File: src/rtl/core/pipo_pkg.sv
`timescale 1ns / 1ps
// ----------------------------------------------------------------------------
// pipo_pkg: shared types, constants and round functions
// Block layout, key register indexes and the bitsliced S-layer / rotation
// layer used by every round cell.
// ----------------------------------------------------------------------------
package pipo_pkg;

  localparam int BLOCK_W         = 64;
  localparam int NUM_KEYS        = 4;
  localparam int KEY_SEL_W       = $clog2(NUM_KEYS);
  localparam int CFG_IDX_W       = 8;
  localparam int ROUND_CONST_W   = 8;
  localparam int NUM_ROUNDS_DEF  = 17;

  // register indexes of the configuration port
  localparam logic [CFG_IDX_W-1:0] REG_KEY_WORD_0 = CFG_IDX_W'(0);
  localparam logic [CFG_IDX_W-1:0] REG_KEY_WORD_1 = CFG_IDX_W'(1);
  localparam logic [CFG_IDX_W-1:0] REG_KEY_WORD_2 = CFG_IDX_W'(2);
  localparam logic [CFG_IDX_W-1:0] REG_KEY_WORD_3 = CFG_IDX_W'(3);

  typedef logic [BLOCK_W-1:0] block_t;
  typedef block_t [NUM_KEYS-1:0] key_set_t;

  // one link of the cell chain
  typedef struct packed {
    logic   valid;
    block_t blk;
  } stage_t;

  function automatic logic [7:0] rotl8(input logic [7:0] v, input int s);
    rotl8 = (v << s) | (v >> (8 - s));
  endfunction

  function automatic block_t sbox_layer(input block_t w);
    logic [7:0] x [0:7];
    logic [7:0] a;
    logic [7:0] b;
    logic [7:0] c;
    block_t     res;
    for (int i = 0; i < 8; i++) begin
      x[i] = w[8*i +: 8];
    end
    // first 5-bit part on rows 3..7
    x[7] = x[7] ^ (x[5] & x[6]);
    x[4] = x[4] ^ (x[5] & x[7]);
    x[5] = x[5] ^ (x[4] | x[3]);
    x[6] = x[6] ^ x[4];
    x[3] = x[3] ^ x[7];
    x[7] = x[7] ^ (x[3] & x[6]);
    // 3-bit part on rows 0..2
    x[0] = x[0] ^ (x[2] & x[1]);
    x[1] = ~(x[1] ^ (x[2] | x[0]));
    x[2] = x[2] ^ (x[0] | x[1]);
    x[7] = x[7] ^ x[2];
    x[6] = x[6] ^ x[1];
    x[5] = x[5] ^ x[0];
    // second 5-bit part
    a = x[7];
    b = x[6];
    c = x[5];
    x[4] = x[4] ^ (x[3] & a);
    x[4] = x[4] ^ b;
    c = c ^ (x[4] | b);
    a = a ^ c;
    b = b ^ x[3];
    c = c | b;
    x[3] = x[3] ^ (x[4] | a);
    c = c ^ a;
    x[2] = x[2] ^ a;
    x[1] = x[1] ^ c;
    x[0] = x[0] ^ b;
    for (int i = 0; i < 8; i++) begin
      res[8*i +: 8] = x[i];
    end
    sbox_layer = res;
  endfunction

  function automatic block_t perm_layer(input block_t w);
    block_t res;
    res[7:0]   = w[7:0];
    res[15:8]  = rotl8(w[15:8], 4);
    res[23:16] = rotl8(w[23:16], 1);
    res[31:24] = rotl8(w[31:24], 7);
    res[39:32] = rotl8(w[39:32], 6);
    res[47:40] = rotl8(w[47:40], 2);
    res[55:48] = rotl8(w[55:48], 3);
    res[63:56] = rotl8(w[63:56], 5);
    perm_layer = res;
  endfunction

endpackage

File: src/rtl/core/pipo_round_cell.sv
`timescale 1ns / 1ps
// ----------------------------------------------------------------------------
// pipo_round_cell: one registered cipher round
// S-layer, row rotations, round number into byte 0 and round key XOR,
// then a register that hands the item to the next cell.
// ----------------------------------------------------------------------------
module pipo_round_cell
  import pipo_pkg::*;
#(
  parameter int ROUND = 1
) (
  input  logic     clk,
  input  logic     rst_n,
  input  stage_t   stage_in,
  input  key_set_t keys,
  output stage_t   stage_out
);

  localparam logic [KEY_SEL_W-1:0]     KEY_SEL = KEY_SEL_W'(ROUND % NUM_KEYS);
  localparam logic [ROUND_CONST_W-1:0] RC      = ROUND_CONST_W'(ROUND);

  logic   valid_r;
  logic   valid_nxt;
  block_t blk_r;
  block_t blk_nxt;
  block_t mixed;

  always_comb begin
    mixed     = perm_layer(sbox_layer(stage_in.blk));
    blk_nxt   = mixed ^ {{(BLOCK_W-ROUND_CONST_W){1'b0}}, RC} ^ keys[KEY_SEL];
    valid_nxt = stage_in.valid;
  end

  always_ff @(posedge clk) begin
    if (!rst_n) begin
      valid_r <= 1'b0;
    end else begin
      valid_r <= valid_nxt;
    end
  end

  always_ff @(posedge clk) begin
    blk_r <= blk_nxt;
  end

  assign stage_out.valid = valid_r;
  assign stage_out.blk   = blk_r;

endmodule

File: config.mk
export PLATFORM = sky130hd
export DESIGN_NAME = pipo_round_cell
export DESIGN_NICKNAME = d
export VERILOG_FILES = /design/src/rtl/core/pipo_pkg.sv /design/src/rtl/core/pipo_round_cell.sv
export SDC_FILE = /design/constraint.sdc
export NUM_CORES = 1
export LEC_CHECK = 0
export BUFFER_PORTS_ARGS = -buffer_cell sky130_fd_sc_hd__clkbuf_2
export CORE_AREA = 4 4 147 149
export CTS_CLUSTER_SIZE = 40
export DETAILED_ROUTE_END_ITERATION = 10
export DIE_AREA = 0 0 151 153
export PLACE_DENSITY = 0.66
export SETUP_SLACK_MARGIN = 0.3
export SYNTH_ARGS = -nofsm -noshare
export SYNTH_HDL_FRONTEND = slang
export SYNTH_SLANG_ARGS = --single-unit
export TNS_END_PERCENT = 1
File: constraint.sdc
create_clock -name clk -period 3.5 [get_ports clk]
set_input_delay 0.35 -clock clk [delete_from_list [all_inputs] [get_ports clk]]
set_output_delay 0.35 -clock clk [all_outputs]
set_load 0.02 [all_outputs]
# ---- Word level (Yosys, flattened, before mapping)
# Cells that the tools add are included.
dict set report totals {
  register_bits 65
  in_bits 323
  out_inout_bits 65
  word_cells 45
}
dict set report classes {
  bitwise_logic 43
}
# cell n
set op_table {}
lappend op_table {{$xor A8 B8 Y8} 22}
lappend op_table {{$xor A64 B64 Y64} 1}
lappend op_table {{$or A8 B8 Y8} 6}
lappend op_table {{$and A8 B8 Y8} 5}
lappend op_table {{$not A8 Y8} 1}
lappend op_table {{$or A8 B1 Y8} 1}
lappend op_table {{$or A8 B2 Y8} 1}
lappend op_table {{$or A8 B3 Y8} 1}
lappend op_table {{$or A8 B4 Y8} 1}
lappend op_table {{$or A8 B5 Y8} 1}
lappend op_table {{$or A8 B6 Y8} 1}
lappend op_table {{$or A8 B7 Y8} 1}
lappend op_table {{$not A1 Y1} 1}

# ---- Longest topological paths before layout
dict set report logic_depth {
  word_depth 18
  depth_mapped 13
  ltp_nobuf 12
}

# ---- Worst setup path after synthesis
# No wires, ideal clock.
dict set report synth_path {
  path_type {input -> register}
  start {input port stage_in[34] (netlist name)}
  end {register blk_r[25]}
  setup_time_ps 119
  t_arrival_ps 2472
  required_ps 3381
  slack_ps 909
  stages 12
  n_path_buf 1
  path_cell_list {buf_2 > mux2_2 > a21oi_2 > xnor2_2 > nand2_1 > xnor2_1 > ha_1 > xnor2_1 > xnor2_1 > xor2_1 > nor2_1 > xnor2_1}
}
dict set report synth_between {
  elab_chain_cells 15
  word_cells_on_any_way 19
  cone_classes {19 x bitwise}
}
# element line
set synth_lines {}
lappend synth_lines {{start, declared} pipo_round_cell.sv:14} ;# input stage_t stage_in,
lappend synth_lines {{$xor A8 B8 Y8 (*)} pipo_pkg.sv:46} ;# x[4] = x[4] ^ (x[5] & x[7]);
lappend synth_lines {{$xor A8 B8 Y8} pipo_pkg.sv:48} ;# x[6] = x[6] ^ x[4];
lappend synth_lines {{$and A8 B8 Y8} pipo_pkg.sv:50} ;# x[7] = x[7] ^ (x[3] & x[6]);
lappend synth_lines {{$xor A8 B8 Y8} pipo_pkg.sv:50}
lappend synth_lines {{$xor A8 B8 Y8} pipo_pkg.sv:55} ;# x[7] = x[7] ^ x[2];
lappend synth_lines {{$and A8 B8 Y8} pipo_pkg.sv:62} ;# x[4] = x[4] ^ (x[3] & a);
lappend synth_lines {{$xor A8 B8 Y8} pipo_pkg.sv:62}
lappend synth_lines {{$xor A8 B8 Y8} pipo_pkg.sv:63} ;# x[4] = x[4] ^ b;
lappend synth_lines {{$or A8 B8 Y8} pipo_pkg.sv:64} ;# c = c ^ (x[4] | b);
lappend synth_lines {{$xor A8 B8 Y8} pipo_pkg.sv:64}
lappend synth_lines {{$xor A8 B8 Y8} pipo_pkg.sv:65} ;# a = a ^ c;
lappend synth_lines {{$or A8 B8 Y8 (*)} pipo_pkg.sv:68} ;# x[3] = x[3] ^ (x[4] | a);
lappend synth_lines {{$xor A8 B8 Y8 (*)} pipo_pkg.sv:68}
lappend synth_lines {{$or A8 B7 Y8 (*)} pipo_pkg.sv:32} ;# rotl8 = (v << s) | (v >> (8 - s));
lappend synth_lines {{$xor A64 B64 Y64 (*)} pipo_round_cell.sv:30} ;# blk_nxt = mixed ^ {{(BLOCK_W-ROUND_CONST_W){1'b0}}, RC} ^ keys[KEY_SEL];
lappend synth_lines {{net blk_nxt[25]} pipo_round_cell.sv:25} ;# block_t blk_nxt;
lappend synth_lines {{end signal, assigned} pipo_round_cell.sv:43} ;# blk_r <= blk_nxt;
lappend synth_lines {{end, declared} pipo_round_cell.sv:24} ;# block_t blk_r;
# Mark *: on every way through the listed nets, which the timed path passes. The rest lies on a longest branch.
# A chain may end at the register's enable or synchronous reset.

# ---- Final worst setup path
dict set report layout_path {
  start {input port stage_in[34] (netlist name)}
  end {register blk_r[14]}
}
dict set report layout_between {
  elab_chain_cells 15
  word_cells_on_any_way 21
  cone_classes {21 x bitwise}
}
# element line
set layout_lines {}
lappend layout_lines {{$xor A8 B8 Y8 (*)} pipo_pkg.sv:46}
lappend layout_lines {{$xor A8 B8 Y8} pipo_pkg.sv:48}
lappend layout_lines {{$and A8 B8 Y8} pipo_pkg.sv:50}
lappend layout_lines {{$xor A8 B8 Y8} pipo_pkg.sv:50}
lappend layout_lines {{$xor A8 B8 Y8} pipo_pkg.sv:55}
lappend layout_lines {{$and A8 B8 Y8} pipo_pkg.sv:62}
lappend layout_lines {{$xor A8 B8 Y8} pipo_pkg.sv:62}
lappend layout_lines {{$xor A8 B8 Y8} pipo_pkg.sv:63}
lappend layout_lines {{$or A8 B8 Y8} pipo_pkg.sv:64}
lappend layout_lines {{$xor A8 B8 Y8} pipo_pkg.sv:64}
lappend layout_lines {{$or A8 B8 Y8 or $xor A8 B8 Y8 (tied branches)} {pipo_pkg.sv:67, pipo_pkg.sv:65}}
lappend layout_lines {{$xor A8 B8 Y8 (*)} pipo_pkg.sv:69} ;# c = c ^ a;
lappend layout_lines {{$xor A8 B8 Y8 (*)} pipo_pkg.sv:71} ;# x[1] = x[1] ^ c;
lappend layout_lines {{$or A8 B4 Y8 (*)} pipo_pkg.sv:32}
lappend layout_lines {{$xor A64 B64 Y64 (*)} pipo_round_cell.sv:30}
lappend layout_lines {{net blk_nxt[14]} pipo_round_cell.sv:25}
# Marks and branches as above.

==> metrics.md <==
| Metric | Value |
|---|---|
| Number of nets in the synthesized netlist | `884` |
| Starting density of the core | `24.7%` |
| Summed negative setup slack over all endpoints | `0 ns` |
| Async S/R FF share, synth | `0%` |
| Clock sink count | `65` |
| Area share of the largest cell type after synthesis | `26.1%` |
| Largest driver fanout on the critical path | `10` |
| Setup repair after global routing missed its margin | `no` |
| Post-CTS setup-driven buffer insertion count | `0` |
| Max Fclk | `401 MHz` |
| Fraction of final layout cells with drive strength greater than 1 | `31.5%` |
| Total number of vias | `4166` |
| Number of inserted diodes | `0` |
| CTS Hold Buffers Added | `0` |
| EDFF count, synth | `0` |
| Average vias per placed instance | `4.15` |
| Synthesis-to-layout area growth | `28.7%` |
| Number of rows in the core area | `52` |
| Count of synthesis-stage warnings from yosys | `0` |
| NumNets Final | `1059` |
| Sequential cell area | `1300 um^2` |
| H-tree lvl count | `3` |
| Path type of the worst min-delay path | `primary input to register` |
| Top_reg_cell synth | `sky130_fd_sc_hd__dfxtp_1` |
| Die H | `153 um` |
| Mapped Cells | `553` |
| Cell type with the highest aggregate area in the netlist | `sky130_fd_sc_hd__dfxtp_1` |
| Global route total overflow | `0` |
| Netlist area before placement | `4990 um^2` |
| Post-DRT Antenna Nets | `0` |
| Global-route wire length before repair | `21000 um` |
| Final Wtd Congestion | `0.758` |
| PortBufs | `195` |
| Drt first pass iters | `4` |
| Most frequent cells after synthesis | `137 x sky130_fd_sc_hd__xnor2_1, 81 x sky130_fd_sc_hd__xor2_1, 65 x sky130_fd_sc_hd__dfxtp_1` |
| Placed wire-length estimate | `11600 um` |
| Number of global-route vias before repair | `4036` |
| I/O pin total | `388` |
| Category of the critical setup timing path | `primary input to register` |
| All-Layer GR Usage | `11.7%` |
| Drt drc | `0` |
| Peak ir drop on the vdd network | `0.311 mV` |
| Starting DRC count in detailed routing | `77` |
| Sequential-to-total area share from yosys stat | `26.1%` |
| Hold violation count in the final report | `0` |
| Antenna violations before repair | `1` |
| Power density normalized to cell area | `628 nW/um^2` |
| Actual slew at the worst max-slew pin | `0.494 ns` |
| Clock tree from TritonCTS | `yes` |
| Number of buffers inserted during clock tree synthesis | `9` |
| Total setup violations reported at the end of the flow | `0` |
| Critical path endpoint category | `register` |
| Status | `finished clean` |
| Detail-routed net length per standard cell | `13.7 um` |
| Count of cells resized by post-cts repair | `0` |
| Fraction of the cycle the final worst path needs | `71.2%` |
| Top cells by area, synth | `sky130_fd_sc_hd__dfxtp_1 26%, sky130_fd_sc_hd__xnor2_1 24%, sky130_fd_sc_hd__xor2_1 14%` |
| Area of combinational cells with multiple inputs | `3470 um^2` |
| Yosys cell types | `48` |
| Seq cells post-synth | `65` |
| Wire length reported by the detailed router | `13700 um` |
| Number of pins with negative max-slew slack in the final report | `0` |
| Average instance area after synthesis | `9.02 um^2` |
| CP Data Arrival Time | `2.76 ns` |
| Clock-pin slew of the registers on the worst-case setup and hold paths | `0.06 ns` |
| Largest net degree at the start of global routing | `15` |
| Root buf cell | `sky130_fd_sc_hd__clkbuf_16` |
| Horiz. Die Dim | `151 um` |
| Final min period | `2.49 ns` |
| Cell count after placement | `987` |
| Crit start category | `primary input` |
| Post-layout instance count excluding filler cells | `1003` |
| Post-Route Hold Slack | `0.199 ns` |
| Buffer depth of the longest clock path | `2` |
| Core region area | `20200 um^2` |
| Cell with the most instances after synthesis | `sky130_fd_sc_hd__xnor2_1` |
| Max Cap Violations | `0` |
| Max transition margin | `66.4%` |
| Fillers | `2108` |
| Required arrival time at the worst endpoint | `3.77 ns` |
| Pleak | `2.86 nW` |
| Floorplan die area | `23100 um^2` |
## cell usage in the layout, fill, tap and decap left out, types with 6 or more instances in the layout
| cell | count |
|---|---|
| sky130_fd_sc_hd__a21oi_1 | 18 |
| sky130_fd_sc_hd__clkbuf_16 | 9 |
| sky130_fd_sc_hd__clkbuf_2 | 195 |
| sky130_fd_sc_hd__dfxtp_1 | 65 |
| sky130_fd_sc_hd__ha_1 | 8 |
| sky130_fd_sc_hd__inv_1 | 12 |
| sky130_fd_sc_hd__mux2i_1 | 26 |
| sky130_fd_sc_hd__nand2_1 | 41 |
| sky130_fd_sc_hd__nand2b_1 | 10 |
| sky130_fd_sc_hd__nor2_1 | 39 |
| sky130_fd_sc_hd__nor2b_1 | 13 |
| sky130_fd_sc_hd__o22ai_1 | 9 |
| sky130_fd_sc_hd__o32ai_1 | 6 |
| sky130_fd_sc_hd__xnor2_1 | 137 |
| sky130_fd_sc_hd__xnor2_2 | 9 |
| sky130_fd_sc_hd__xor2_1 | 81 |
## critical path: stages
cell and delay, ns:
sky130_fd_sc_hd__clkbuf_2 0.22, sky130_fd_sc_hd__mux2_2 0.37, sky130_fd_sc_hd__a21oi_2 0.23, sky130_fd_sc_hd__xnor2_2 0.20, sky130_fd_sc_hd__nand2_1 0.11, sky130_fd_sc_hd__xnor2_1 0.14
sky130_fd_sc_hd__ha_1 0.19, sky130_fd_sc_hd__xnor2_1 0.13, sky130_fd_sc_hd__xnor2_1 0.40, sky130_fd_sc_hd__nor2_1 0.10, sky130_fd_sc_hd__a21oi_1 0.16, sky130_fd_sc_hd__xor2_1 0.14
## per-stage QoR
| step | cell area, um^2 | util [%] | setup WS (ns) | power [mW] |
|---|---|---|---|---|
| floorplan | 4990 | - | 0.909 | 2.58 |
| detailed placement | 6140 | 30.4 | 0.626 | 3.22 |
| CTS | 6420 | 31.8 | 0.983 | 4.12 |
| global placement | 6140 | 30.4 | 0.635 | 3.20 |
| finish | 6420 | 31.8 | 1.01 | 4.03 |
| global route | 6420 | 31.8 | 0.771 | 4.34 |
## where the power goes
group          internal (mW)  total (mW)  switching (mW)
registers               1.07        1.15          0.0798
clock network          0.502       0.858           0.355
logic                  0.818        2.03            1.21
## cell type report
type                            count  share of cell area [%]
Inverter                           12                   0.701
Multi-Input combinational cell    444                    54.1
Sequential cell                    65                    20.3
Tap cell                          270                    5.26
Clock inverter                      5                   0.604
Timing Repair Buffer              196                    15.3
Clock buffer                       11                    3.78
## flip-flops by register name, summed over array words and instances (netlist names)
| register | flops |
|---|---|
| blk_r | 64 |
| valid_r | 1 |
## routing by layer
layer | vias to the layer above | track usage (%) | routed length, um
li1 | 2138 | - | -
met1 | 1856 | 14.8 | 6060
met2 | 156 | 17.0 | 5600
met3 | 14 | 6.96 | 1900
met4 | 2 | 2.72 | 157
met5 | - | 0 | 13
## worst paths after layout
kind / start / to / slack, ns / depth (start not counted)
max: stage_in[34] / blk_r[14]$_DFF_P_ / 1.01 / 12
min: keys[124] / blk_r[60]$_DFF_P_ / 0.20 / 2
## cells by family (layout without fill, tap and decap cells)
group	after synthesis	count (layout)	synth area share, %
AO/OA/AOI/OAI	69	69	9.68
buffers and inverters	44	224	4.34
XOR/XNOR	228	228	41.5
AND/OR/NAND/NOR	108	108	9.75
multiplexers	30	30	6.39
adder cells (fa/ha/maj)	9	9	2.23
flip-flops	65	65	26.1
Power figures use the tool's default switching activity.
